File: src/ssr_pkg.sv
// Shared types and constants of the stepper speed ramp generator.
package ssr_pkg;

  // Action codes carried in tuser of the input stream.
  typedef enum logic [1:0] {
    ACT_STEP    = 2'd0,
    ACT_ACCEL   = 2'd1,
    ACT_DECEL   = 2'd2,
    ACT_INSTANT = 2'd3
  } action_t;

  localparam int ACCEL_WIDTH     = 15;
  localparam int DIST_WIDTH      = 31;
  localparam int POS_WIDTH       = 32;
  localparam int TIME_WIDTH      = 32;
  localparam int OUT_SPEED_WIDTH = 23;
  localparam int OUT_DATA_WIDTH  = 32;

  // An acceleration of this value means the target is set at once.
  localparam logic [ACCEL_WIDTH-1:0] ACCEL_AT_ONCE = '0;

  // Commands from the controller to the datapath.
  typedef struct packed {
    logic load;
    logic mul;
    logic div_init;
    logic div_step;
    logic commit;
  } cmd_t;

  // Status from the datapath to the controller.
  typedef struct packed {
    logic need_mul;
    logic is_decel;
    logic div_sat;
    logic div_last;
  } status_t;

endpackage

File: src/stepper_speed_ramp.sv
// Stepper speed ramp generator: top level joining controller and datapath.
// Each input transfer is a command (set target instantly, start a time-based
// acceleration, start a distance-based deceleration) or a control step that
// carries the current time and position; every transfer yields exactly one
// result transfer with the commanded speed and the ramp, driver and write
// flags. Items are handled one at a time. A command, a step outside a ramp
// and a decelerating step with a zero ramp length pass only the decide and
// commit states; an accelerating step also passes the multiplier, any other
// decelerating step the multiplier, the divider set-up and, unless its drop
// exceeds every speed, the restoring divider with one quotient bit per cycle.
// A new item is accepted while the previous result still waits in the output
// register; its own result then waits until that transfer completes.
module stepper_speed_ramp #(
  parameter int SPEED_WIDTH = 23
) (
  input  logic                                clk,
  input  logic                                rst,
  input  logic                                s_tvalid,
  output logic                                s_tready,
  // target, acceleration, ramp_distance, position, now_ms, zero padding
  input  logic [((SPEED_WIDTH+117)/8)*8-1:0]  s_tdata,
  // action
  input  logic [1:0]                          s_tuser,
  output logic                                m_tvalid,
  input  logic                                m_tready,
  // speed, ramp_active, driver_on, speed_written, zero padding
  output logic [ssr_pkg::OUT_DATA_WIDTH-1:0]  m_tdata
);
  import ssr_pkg::*;

  localparam int SW        = SPEED_WIDTH;
  localparam int ACC_LSB   = SW;
  localparam int DIST_LSB  = ACC_LSB + ACCEL_WIDTH;
  localparam int POS_LSB   = DIST_LSB + DIST_WIDTH;
  localparam int TIME_LSB  = POS_LSB + POS_WIDTH;

  cmd_t    cmd;
  status_t status;

  ssr_ctrl u_ctrl (
    .clk      (clk),
    .rst      (rst),
    .s_tvalid (s_tvalid),
    .s_tready (s_tready),
    .m_tvalid (m_tvalid),
    .m_tready (m_tready),
    .status   (status),
    .cmd      (cmd)
  );

  ssr_datapath #(
    .SPEED_WIDTH (SPEED_WIDTH)
  ) u_datapath (
    .clk           (clk),
    .rst           (rst),
    .cmd           (cmd),
    .status        (status),
    .action        (s_tuser),
    .target        (s_tdata[SW-1:0]),
    .acceleration  (s_tdata[DIST_LSB-1:ACC_LSB]),
    .ramp_distance (s_tdata[POS_LSB-1:DIST_LSB]),
    .position      (s_tdata[TIME_LSB-1:POS_LSB]),
    .now_ms        (s_tdata[TIME_LSB+TIME_WIDTH-1:TIME_LSB]),
    .result        (m_tdata)
  );

endmodule

File: src/ssr_ctrl.sv
// Controller state machine of the stepper speed ramp generator.
module ssr_ctrl (
  input  logic            clk,
  input  logic            rst,
  input  logic            s_tvalid,
  output logic            s_tready,
  output logic            m_tvalid,
  input  logic            m_tready,
  input  ssr_pkg::status_t status,
  output ssr_pkg::cmd_t    cmd
);
  import ssr_pkg::*;

  typedef enum logic [5:0] {
    S_IDLE    = 6'b000001,
    S_DECIDE  = 6'b000010,
    S_MUL     = 6'b000100,
    S_DIVINIT = 6'b001000,
    S_DIV     = 6'b010000,
    S_COMMIT  = 6'b100000
  } state_t;

  state_t state;
  state_t state_next;
  logic   out_valid;
  logic   out_free;

  assign s_tready = (state == S_IDLE);
  assign m_tvalid = out_valid;
  // The result register can be reloaded in the cycle its transfer completes.
  assign out_free = !out_valid || m_tready;

  always_comb begin
    state_next   = state;
    cmd          = '0;
    cmd.load     = s_tvalid && (state == S_IDLE);
    case (state)
      S_IDLE: begin
        if (s_tvalid) state_next = S_DECIDE;
      end
      S_DECIDE: begin
        state_next = status.need_mul ? S_MUL : S_COMMIT;
      end
      S_MUL: begin
        cmd.mul    = 1'b1;
        state_next = status.is_decel ? S_DIVINIT : S_COMMIT;
      end
      S_DIVINIT: begin
        cmd.div_init = 1'b1;
        state_next   = status.div_sat ? S_COMMIT : S_DIV;
      end
      S_DIV: begin
        cmd.div_step = 1'b1;
        if (status.div_last) state_next = S_COMMIT;
      end
      S_COMMIT: begin
        if (out_free) begin
          cmd.commit = 1'b1;
          state_next = S_IDLE;
        end
      end
      default: begin
        state_next = S_IDLE;
      end
    endcase
  end

  always_ff @(posedge clk) begin
    if (rst) begin
      state     <= S_IDLE;
      out_valid <= 1'b0;
    end else begin
      state <= state_next;
      if (cmd.commit) begin
        out_valid <= 1'b1;
      end else if (m_tready) begin
        out_valid <= 1'b0;
      end
    end
  end

endmodule

File: src/ssr_datapath.sv
// Datapath of the stepper speed ramp generator: ramp state, multiplier and serial divider.
module ssr_datapath #(
  parameter int SPEED_WIDTH = 23
) (
  input  logic                                    clk,
  input  logic                                    rst,
  input  ssr_pkg::cmd_t                           cmd,
  output ssr_pkg::status_t                        status,
  input  logic [1:0]                              action,
  input  logic [SPEED_WIDTH-1:0]                  target,
  input  logic [ssr_pkg::ACCEL_WIDTH-1:0]         acceleration,
  input  logic [ssr_pkg::DIST_WIDTH-1:0]          ramp_distance,
  input  logic signed [ssr_pkg::POS_WIDTH-1:0]    position,
  input  logic [ssr_pkg::TIME_WIDTH-1:0]          now_ms,
  output logic [ssr_pkg::OUT_DATA_WIDTH-1:0]      result
);
  import ssr_pkg::*;

  localparam int SW  = SPEED_WIDTH;
  localparam int MB  = (SW > ACCEL_WIDTH) ? SW : ACCEL_WIDTH;
  localparam int PW  = TIME_WIDTH + MB;
  localparam int PHW = PW - SW;
  localparam int CW  = $clog2(SW);

  // Captured item
  action_t                act;
  logic [SW-1:0]          tgt;
  logic [ACCEL_WIDTH-1:0] acc;
  logic [DIST_WIDTH-1:0]  ramp_dist;
  logic [POS_WIDTH-1:0]   pos;
  logic [TIME_WIDTH-1:0]  now;

  // Ramp state
  logic [SW-1:0]          speed_now;
  logic [SW-1:0]          speed_goal;
  logic [SW-1:0]          start_speed;
  logic [ACCEL_WIDTH-1:0] ramp_rate;
  logic [TIME_WIDTH-1:0]  start_time;
  logic [POS_WIDTH-1:0]   start_pos;
  logic [DIST_WIDTH-1:0]  ramp_len;
  logic                   ramping;
  logic                   drv_en;

  logic [SW-1:0]          speed_now_next;
  logic [SW-1:0]          speed_goal_next;
  logic [SW-1:0]          start_speed_next;
  logic [ACCEL_WIDTH-1:0] ramp_rate_next;
  logic [TIME_WIDTH-1:0]  start_time_next;
  logic [POS_WIDTH-1:0]   start_pos_next;
  logic [DIST_WIDTH-1:0]  ramp_len_next;
  logic                   ramping_next;
  logic                   drv_en_next;
  logic                   written;

  // Arithmetic
  logic                   accel_br;
  logic [TIME_WIDTH-1:0]  dt;
  logic [POS_WIDTH:0]     dpos;
  logic [POS_WIDTH:0]     dabs;
  logic [SW-1:0]          span;
  logic [TIME_WIDTH-1:0]  op_a;
  logic [MB-1:0]          op_b;
  logic [PW-1:0]          prod;
  logic [PHW-1:0]         phi;
  logic                   sat_now;
  logic                   sat;
  logic [DIST_WIDTH-1:0]  rem;
  logic [DIST_WIDTH:0]    rem2;
  logic [DIST_WIDTH:0]    rem_sub;
  logic                   rem_ge;
  logic [SW-1:0]          dividend;
  logic [SW-1:0]          quot;
  logic [CW-1:0]          cnt;
  logic [PW:0]            acc_sum;
  logic [SW-1:0]          dec_speed;
  logic [SW+OUT_SPEED_WIDTH-1:0] speed_ext;

  assign accel_br = (speed_now < speed_goal);
  assign dt       = now - start_time;
  assign dpos     = {pos[POS_WIDTH-1], pos} - {start_pos[POS_WIDTH-1], start_pos};
  assign dabs     = dpos[POS_WIDTH] ? ((POS_WIDTH+1)'(0) - dpos) : dpos;
  assign span     = (speed_goal > start_speed) ? (speed_goal - start_speed)
                                               : (start_speed - speed_goal);

  // One multiplier serves both ramps: elapsed time by rate, or distance by speed span.
  assign op_a = accel_br ? dt : dabs[POS_WIDTH-1:0];
  assign op_b = accel_br ? MB'(ramp_rate) : MB'(span);

  // A high part of the product not below the ramp length means the drop
  // exceeds every representable speed, so the division is skipped.
  assign phi     = prod[PW-1:SW];
  assign sat_now = (phi >= PHW'(ramp_len));

  assign rem2    = {rem, dividend[SW-1]};
  assign rem_sub = rem2 - {1'b0, ramp_len};
  assign rem_ge  = (rem2 >= {1'b0, ramp_len});

  assign status.need_mul = (act == ACT_STEP) && ramping && (accel_br || (ramp_len != '0));
  assign status.is_decel = !accel_br;
  assign status.div_sat  = sat_now;
  assign status.div_last = (cnt == CW'(SW - 1));

  assign acc_sum   = (PW+1)'(start_speed) + (PW+1)'(prod);
  assign dec_speed = (sat || (quot >= start_speed)) ? '0 : (start_speed - quot);

  always_comb begin
    speed_now_next   = speed_now;
    speed_goal_next  = speed_goal;
    start_speed_next = start_speed;
    ramp_rate_next   = ramp_rate;
    start_time_next  = start_time;
    start_pos_next   = start_pos;
    ramp_len_next    = ramp_len;
    ramping_next     = ramping;
    written          = 1'b0;
    case (act)
      ACT_STEP: begin
        if (ramping) begin
          written = 1'b1;
          if (accel_br) begin
            if (acc_sum > (PW+1)'(speed_goal)) begin
              speed_now_next = speed_goal;
              ramping_next   = 1'b0;
            end else begin
              speed_now_next = acc_sum[SW-1:0];
            end
          end else if (ramp_len == '0) begin
            speed_now_next = speed_goal;
            ramping_next   = 1'b0;
          end else if (dec_speed < speed_goal) begin
            speed_now_next = speed_goal;
            ramping_next   = 1'b0;
          end else begin
            speed_now_next = dec_speed;
          end
        end
      end
      ACT_ACCEL: begin
        speed_goal_next = tgt;
        if ((acc == ACCEL_AT_ONCE) || (tgt <= speed_goal)) begin
          speed_now_next = tgt;
          written        = 1'b1;
        end else begin
          start_speed_next = speed_now;
          ramp_rate_next   = acc;
          start_time_next  = now;
          ramping_next     = 1'b1;
        end
      end
      ACT_DECEL: begin
        if (tgt != speed_goal) begin
          speed_goal_next  = tgt;
          start_speed_next = speed_now;
          ramp_len_next    = ramp_dist;
          start_pos_next   = pos;
          ramping_next     = 1'b1;
        end
      end
      ACT_INSTANT: begin
        speed_now_next  = tgt;
        speed_goal_next = tgt;
        written         = 1'b1;
      end
      default: begin
        written = 1'b0;
      end
    endcase
    drv_en_next = written ? (speed_now_next != '0) : drv_en;
  end

  assign speed_ext = {{OUT_SPEED_WIDTH{1'b0}}, speed_now_next};

  always_ff @(posedge clk) begin
    if (cmd.load) begin
      act       <= action_t'(action);
      tgt       <= target;
      acc       <= acceleration;
      ramp_dist <= ramp_distance;
      pos       <= position;
      now       <= now_ms;
    end
    if (cmd.mul) begin
      prod <= PW'(op_a) * PW'(op_b);
    end
    if (cmd.div_init) begin
      sat      <= sat_now;
      rem      <= phi[DIST_WIDTH-1:0];
      dividend <= prod[SW-1:0];
      quot     <= '0;
      cnt      <= '0;
    end else if (cmd.div_step) begin
      rem      <= rem_ge ? rem_sub[DIST_WIDTH-1:0] : rem2[DIST_WIDTH-1:0];
      dividend <= {dividend[SW-2:0], 1'b0};
      quot     <= {quot[SW-2:0], rem_ge};
      cnt      <= cnt + 1'b1;
    end
    if (cmd.commit) begin
      result <= {{(OUT_DATA_WIDTH-OUT_SPEED_WIDTH-3){1'b0}}, written, drv_en_next,
                 ramping_next, speed_ext[OUT_SPEED_WIDTH-1:0]};
    end
  end

  always_ff @(posedge clk) begin
    if (rst) begin
      speed_now   <= '0;
      speed_goal  <= '0;
      start_speed <= '0;
      ramp_rate   <= '0;
      start_time  <= '0;
      start_pos   <= '0;
      ramp_len    <= '0;
      ramping     <= 1'b0;
      drv_en      <= 1'b0;
    end else if (cmd.commit) begin
      speed_now   <= speed_now_next;
      speed_goal  <= speed_goal_next;
      start_speed <= start_speed_next;
      ramp_rate   <= ramp_rate_next;
      start_time  <= start_time_next;
      start_pos   <= start_pos_next;
      ramp_len    <= ramp_len_next;
      ramping     <= ramping_next;
      drv_en      <= drv_en_next;
    end
  end

endmodule

File: config.mk
export PLATFORM = sky130hd
export DESIGN_NAME = stepper_speed_ramp
export DESIGN_NICKNAME = d
export VERILOG_FILES = /design/src/ssr_pkg.sv /design/src/stepper_speed_ramp.sv /design/src/ssr_ctrl.sv /design/src/ssr_datapath.sv
export SDC_FILE = /design/constraint.sdc
export NUM_CORES = 2
export LEC_CHECK = 0
export BUFFER_PORTS_ARGS = -buffer_cell sky130_fd_sc_hd__buf_4
export CAP_MARGIN = 40
export CORE_MARGIN = 2
export CORE_UTILIZATION = 55
export DETAILED_ROUTE_END_ITERATION = 6
export HOLD_SLACK_MARGIN = 0.06
export PLACE_DENSITY = 0.69
export SETUP_SLACK_MARGIN = 0.3
export SYNTH_ARGS = -nofsm -noshare
export SYNTH_HDL_FRONTEND = slang
export SYNTH_SLANG_ARGS = --single-unit
File: constraint.sdc
create_clock -name clk -period 35.1 [get_ports clk]
set_input_delay 7.02 -clock clk [delete_from_list [all_inputs] [get_ports clk]]
set_output_delay 7.02 -clock clk [all_outputs]
set_load 0.005 [all_outputs]
==> out/results.txt <==
Final period util - 0.407
CORE AREA - 0.0999 mm2
GP Congestion - 1.02
Max-slew headroom - 0.350
Post-synth EDFFs - 271
Post-place setup slack - 21.07 ns
Most used flip-flop cell after synthesis - edfxtp_1
Clock latency on the worst-skew pair - 0.71 ns
Layout cells sized above 1 - 0.0692
Drt total wl - 174 mm
Multi-input logic area - 0.0383 mm2
TritonCTS buffer count - 56
Area Overhead vs Synth - 8.45%
Post-route cell area - 0.0599 mm2
Pwr/cell area - 26.7 mW/mm2
Htree depth - 2
I/O pins - 176
Port bufs - 166
Clock sink count - 487
Final net count - 7655
Crit path capture type - flip-flop
Vias - 45900
CP Launch Type - flip-flop
Unique masters post-synth - 104
Max Slew Vio Count - 0
Antenna-violating nets left - 0
Clock skew - 0.0445 ns
Crit path max-delay family - compound AO/OA/AOI/OAI gates
FILL cells - 8924
RSZ-0062 raised after global routing - no
First-pass GRT wire length - 267 mm
Status - finished, final reports clean
Total track usage - 0.340
Register bit total from synthesis - 487
Total of warnings raised by yosys - 0
Pin count of the biggest net entering global routing - 139
CTS clk-pin slew, worst paths - 0.06 ns
Seq/Total Area, Yosys - 0.226
Setup WS post-layout - 20.81 ns
Minimum hold slack - 0.452 ns
Slowest cell on crit path - xnor2_1
Hold Fails Final Rpt - 0
Gr ovfl total - 0
Cell Area, Synth - 0.0552 mm2
Number of setup violations in the final report - 0
# rows - 116
DP Area - 0.0578 mm2
Most frequent cells in the layout - nand2_1 (916), inv_1 (896), fa_1 (634)
Vias in the first global route - 45800
Most common cell after layout, fill and taps aside - nand2_1
Fmax - 70.0 MHz
Final HPWL DP - 135 mm
Root buf cell - clkbuf_16
Register area - 0.0125 mm2
Crit path max fanout - 30
Maxcap violations - 0
Async set-reset flop share out of synthesis - 0
Initial Util - 0.553
Worst path required time - 35.53 ns
Gate Count Post-Synth - 6333
Vias per cell - 5.93
1st-iter DRT viols - 3934
Initial antenna violation count - 3
Chip Width - 321 um
Syn_area_per_cell - 8.72 um2
Non-Filler Instances - 7733
Post-CTS sizing - 0
Post-CTS Setup Inserts - 0
Die H - 321 um
DRC Markers - 0
WS Path Type - flip-flop to flip-flop
Setup_tns - 0 ns
Wire per inst - 22.4 um
Hold buffers post-CTS - 0
Pre-Repair DR Iteration Count - 7
Hold Crit Class - flip-flop to flip-flop
WP buf/inv - 9
VDD IR-drop max - 40.9 uV
Most used cell, CP - fa_1
CP arrival - 14.72 ns
Clock tree buffer depth - 3
Placed Instances - 7625
Static Leakage - 27.1 nW
Worst Max-Slew Pin Slew - 0.975 ns
CTS tree - built
Max incr delay on CP - 0.76 ns
Period minus WS final - 14.29 ns
Die area - 0.103 mm2
logic make-up after synthesis:
family,count (synthesis),synth area share
multiplexers,83,0.0154
flip-flops,487,0.226
buffers and inverters,1180,0.0821
other,1,0.0000679
AO/OA/AOI/OAI,1144,0.133
AND/OR/NAND/NOR,2089,0.166
XOR/XNOR,221,0.0354
adder cells (fa/ha/maj),1128,0.342
cell usage after synthesis, drive strengths merged, types with 15 or more instances:
cell type / instances / area share
a211oi: 41 / 0.0058
a21o: 129 / 0.018
a21oi: 387 / 0.036
a221o: 19 / 0.0034
a22oi: 16 / 0.0022
a31oi: 36 / 0.0045
and2: 64 / 0.0073
and3: 37 / 0.0042
buf: 52 / 0.0054
clkbuf: 226 / 0.015
dfxtp: 216 / 0.078
edfxtp: 271 / 0.15
fa: 634 / 0.23
ha: 494 / 0.11
inv: 901 / 0.061
mux2i: 71 / 0.013
nand2: 917 / 0.062
nand2b: 61 / 0.0069
nand3: 87 / 0.0079
nand4: 56 / 0.0063
nor2: 622 / 0.042
nor2b: 37 / 0.0042
nor3: 87 / 0.0083
nor4: 31 / 0.0035
o211ai: 15 / 0.0021
o21a: 61 / 0.0083
o21ai: 201 / 0.018
o21bai: 34 / 0.0046
o22ai: 35 / 0.0040
or2: 15 / 0.0017
or3: 25 / 0.0029
xnor2: 134 / 0.022
xor2: 87 / 0.014
state kept, by name, summed over array words and instances (netlist names), 26 cells and up:
signal / cells
u_datapath.now: 32
u_datapath.pos: 32
u_datapath.prod: 55
u_datapath.ramp_dist: 31
u_datapath.ramp_len: 31
u_datapath.rem: 31
u_datapath.result: 26
u_datapath.start_pos: 32
u_datapath.start_time: 32
final timing paths:
path                             start                         to  slack, ns  depth (start not counted)
max          u_datapath.start_speed[1]        u_datapath.prod[54]      20.81                         47
min          u_datapath.start_time[24]  u_datapath.start_time[24]       0.45                          2
max reg2reg  u_datapath.start_speed[1]        u_datapath.prod[54]      20.81                         47
min reg2reg  u_datapath.start_time[24]  u_datapath.start_time[24]       0.45                          2
power breakdown:
part	internal, mW	total, mW	leakage [nW]	switching, mW
sequential	0.617	0.626	4.30	0.00896
combinational	0.0935	0.329	21.8	0.235
clock	0.375	0.643	0.973	0.267
layer usage:
layer	GRT usage	vias up	wire length, um
met5	0	-	11
met4	0.227	2	14300
met3	0.0557	539	14800
met2	0.543	2129	77300
met1	0.427	22200	67200
li1	-	21000	-
worst min-delay path: stages (launching register included):
cell     delay [ns]
dfxtp_1        0.31
nand2_1        0.05
a21oi_1        0.05
through the flow:
stage          total power, mW  utilization
2_1_floorplan            0.815            -
3_3_place_gp             0.952        0.579
3_5_place_dp             0.956        0.579
4_1_cts                   1.60        0.599
5_1_grt                   1.65        0.599
6_report                  1.60        0.600
area by class of cell:
class | count | share of cell area
antenna | 3 | 0.000125
clock buffer | 70 | 0.0258
clock inverter | 35 | 0.00782
inverter | 902 | 0.0566
multi-input combinational | 4671 | 0.640
sequential | 487 | 0.208
tap | 1298 | 0.0271
timing repair buffer | 267 | 0.0342
No activity file was read; power rests on OpenSTA's default activity.
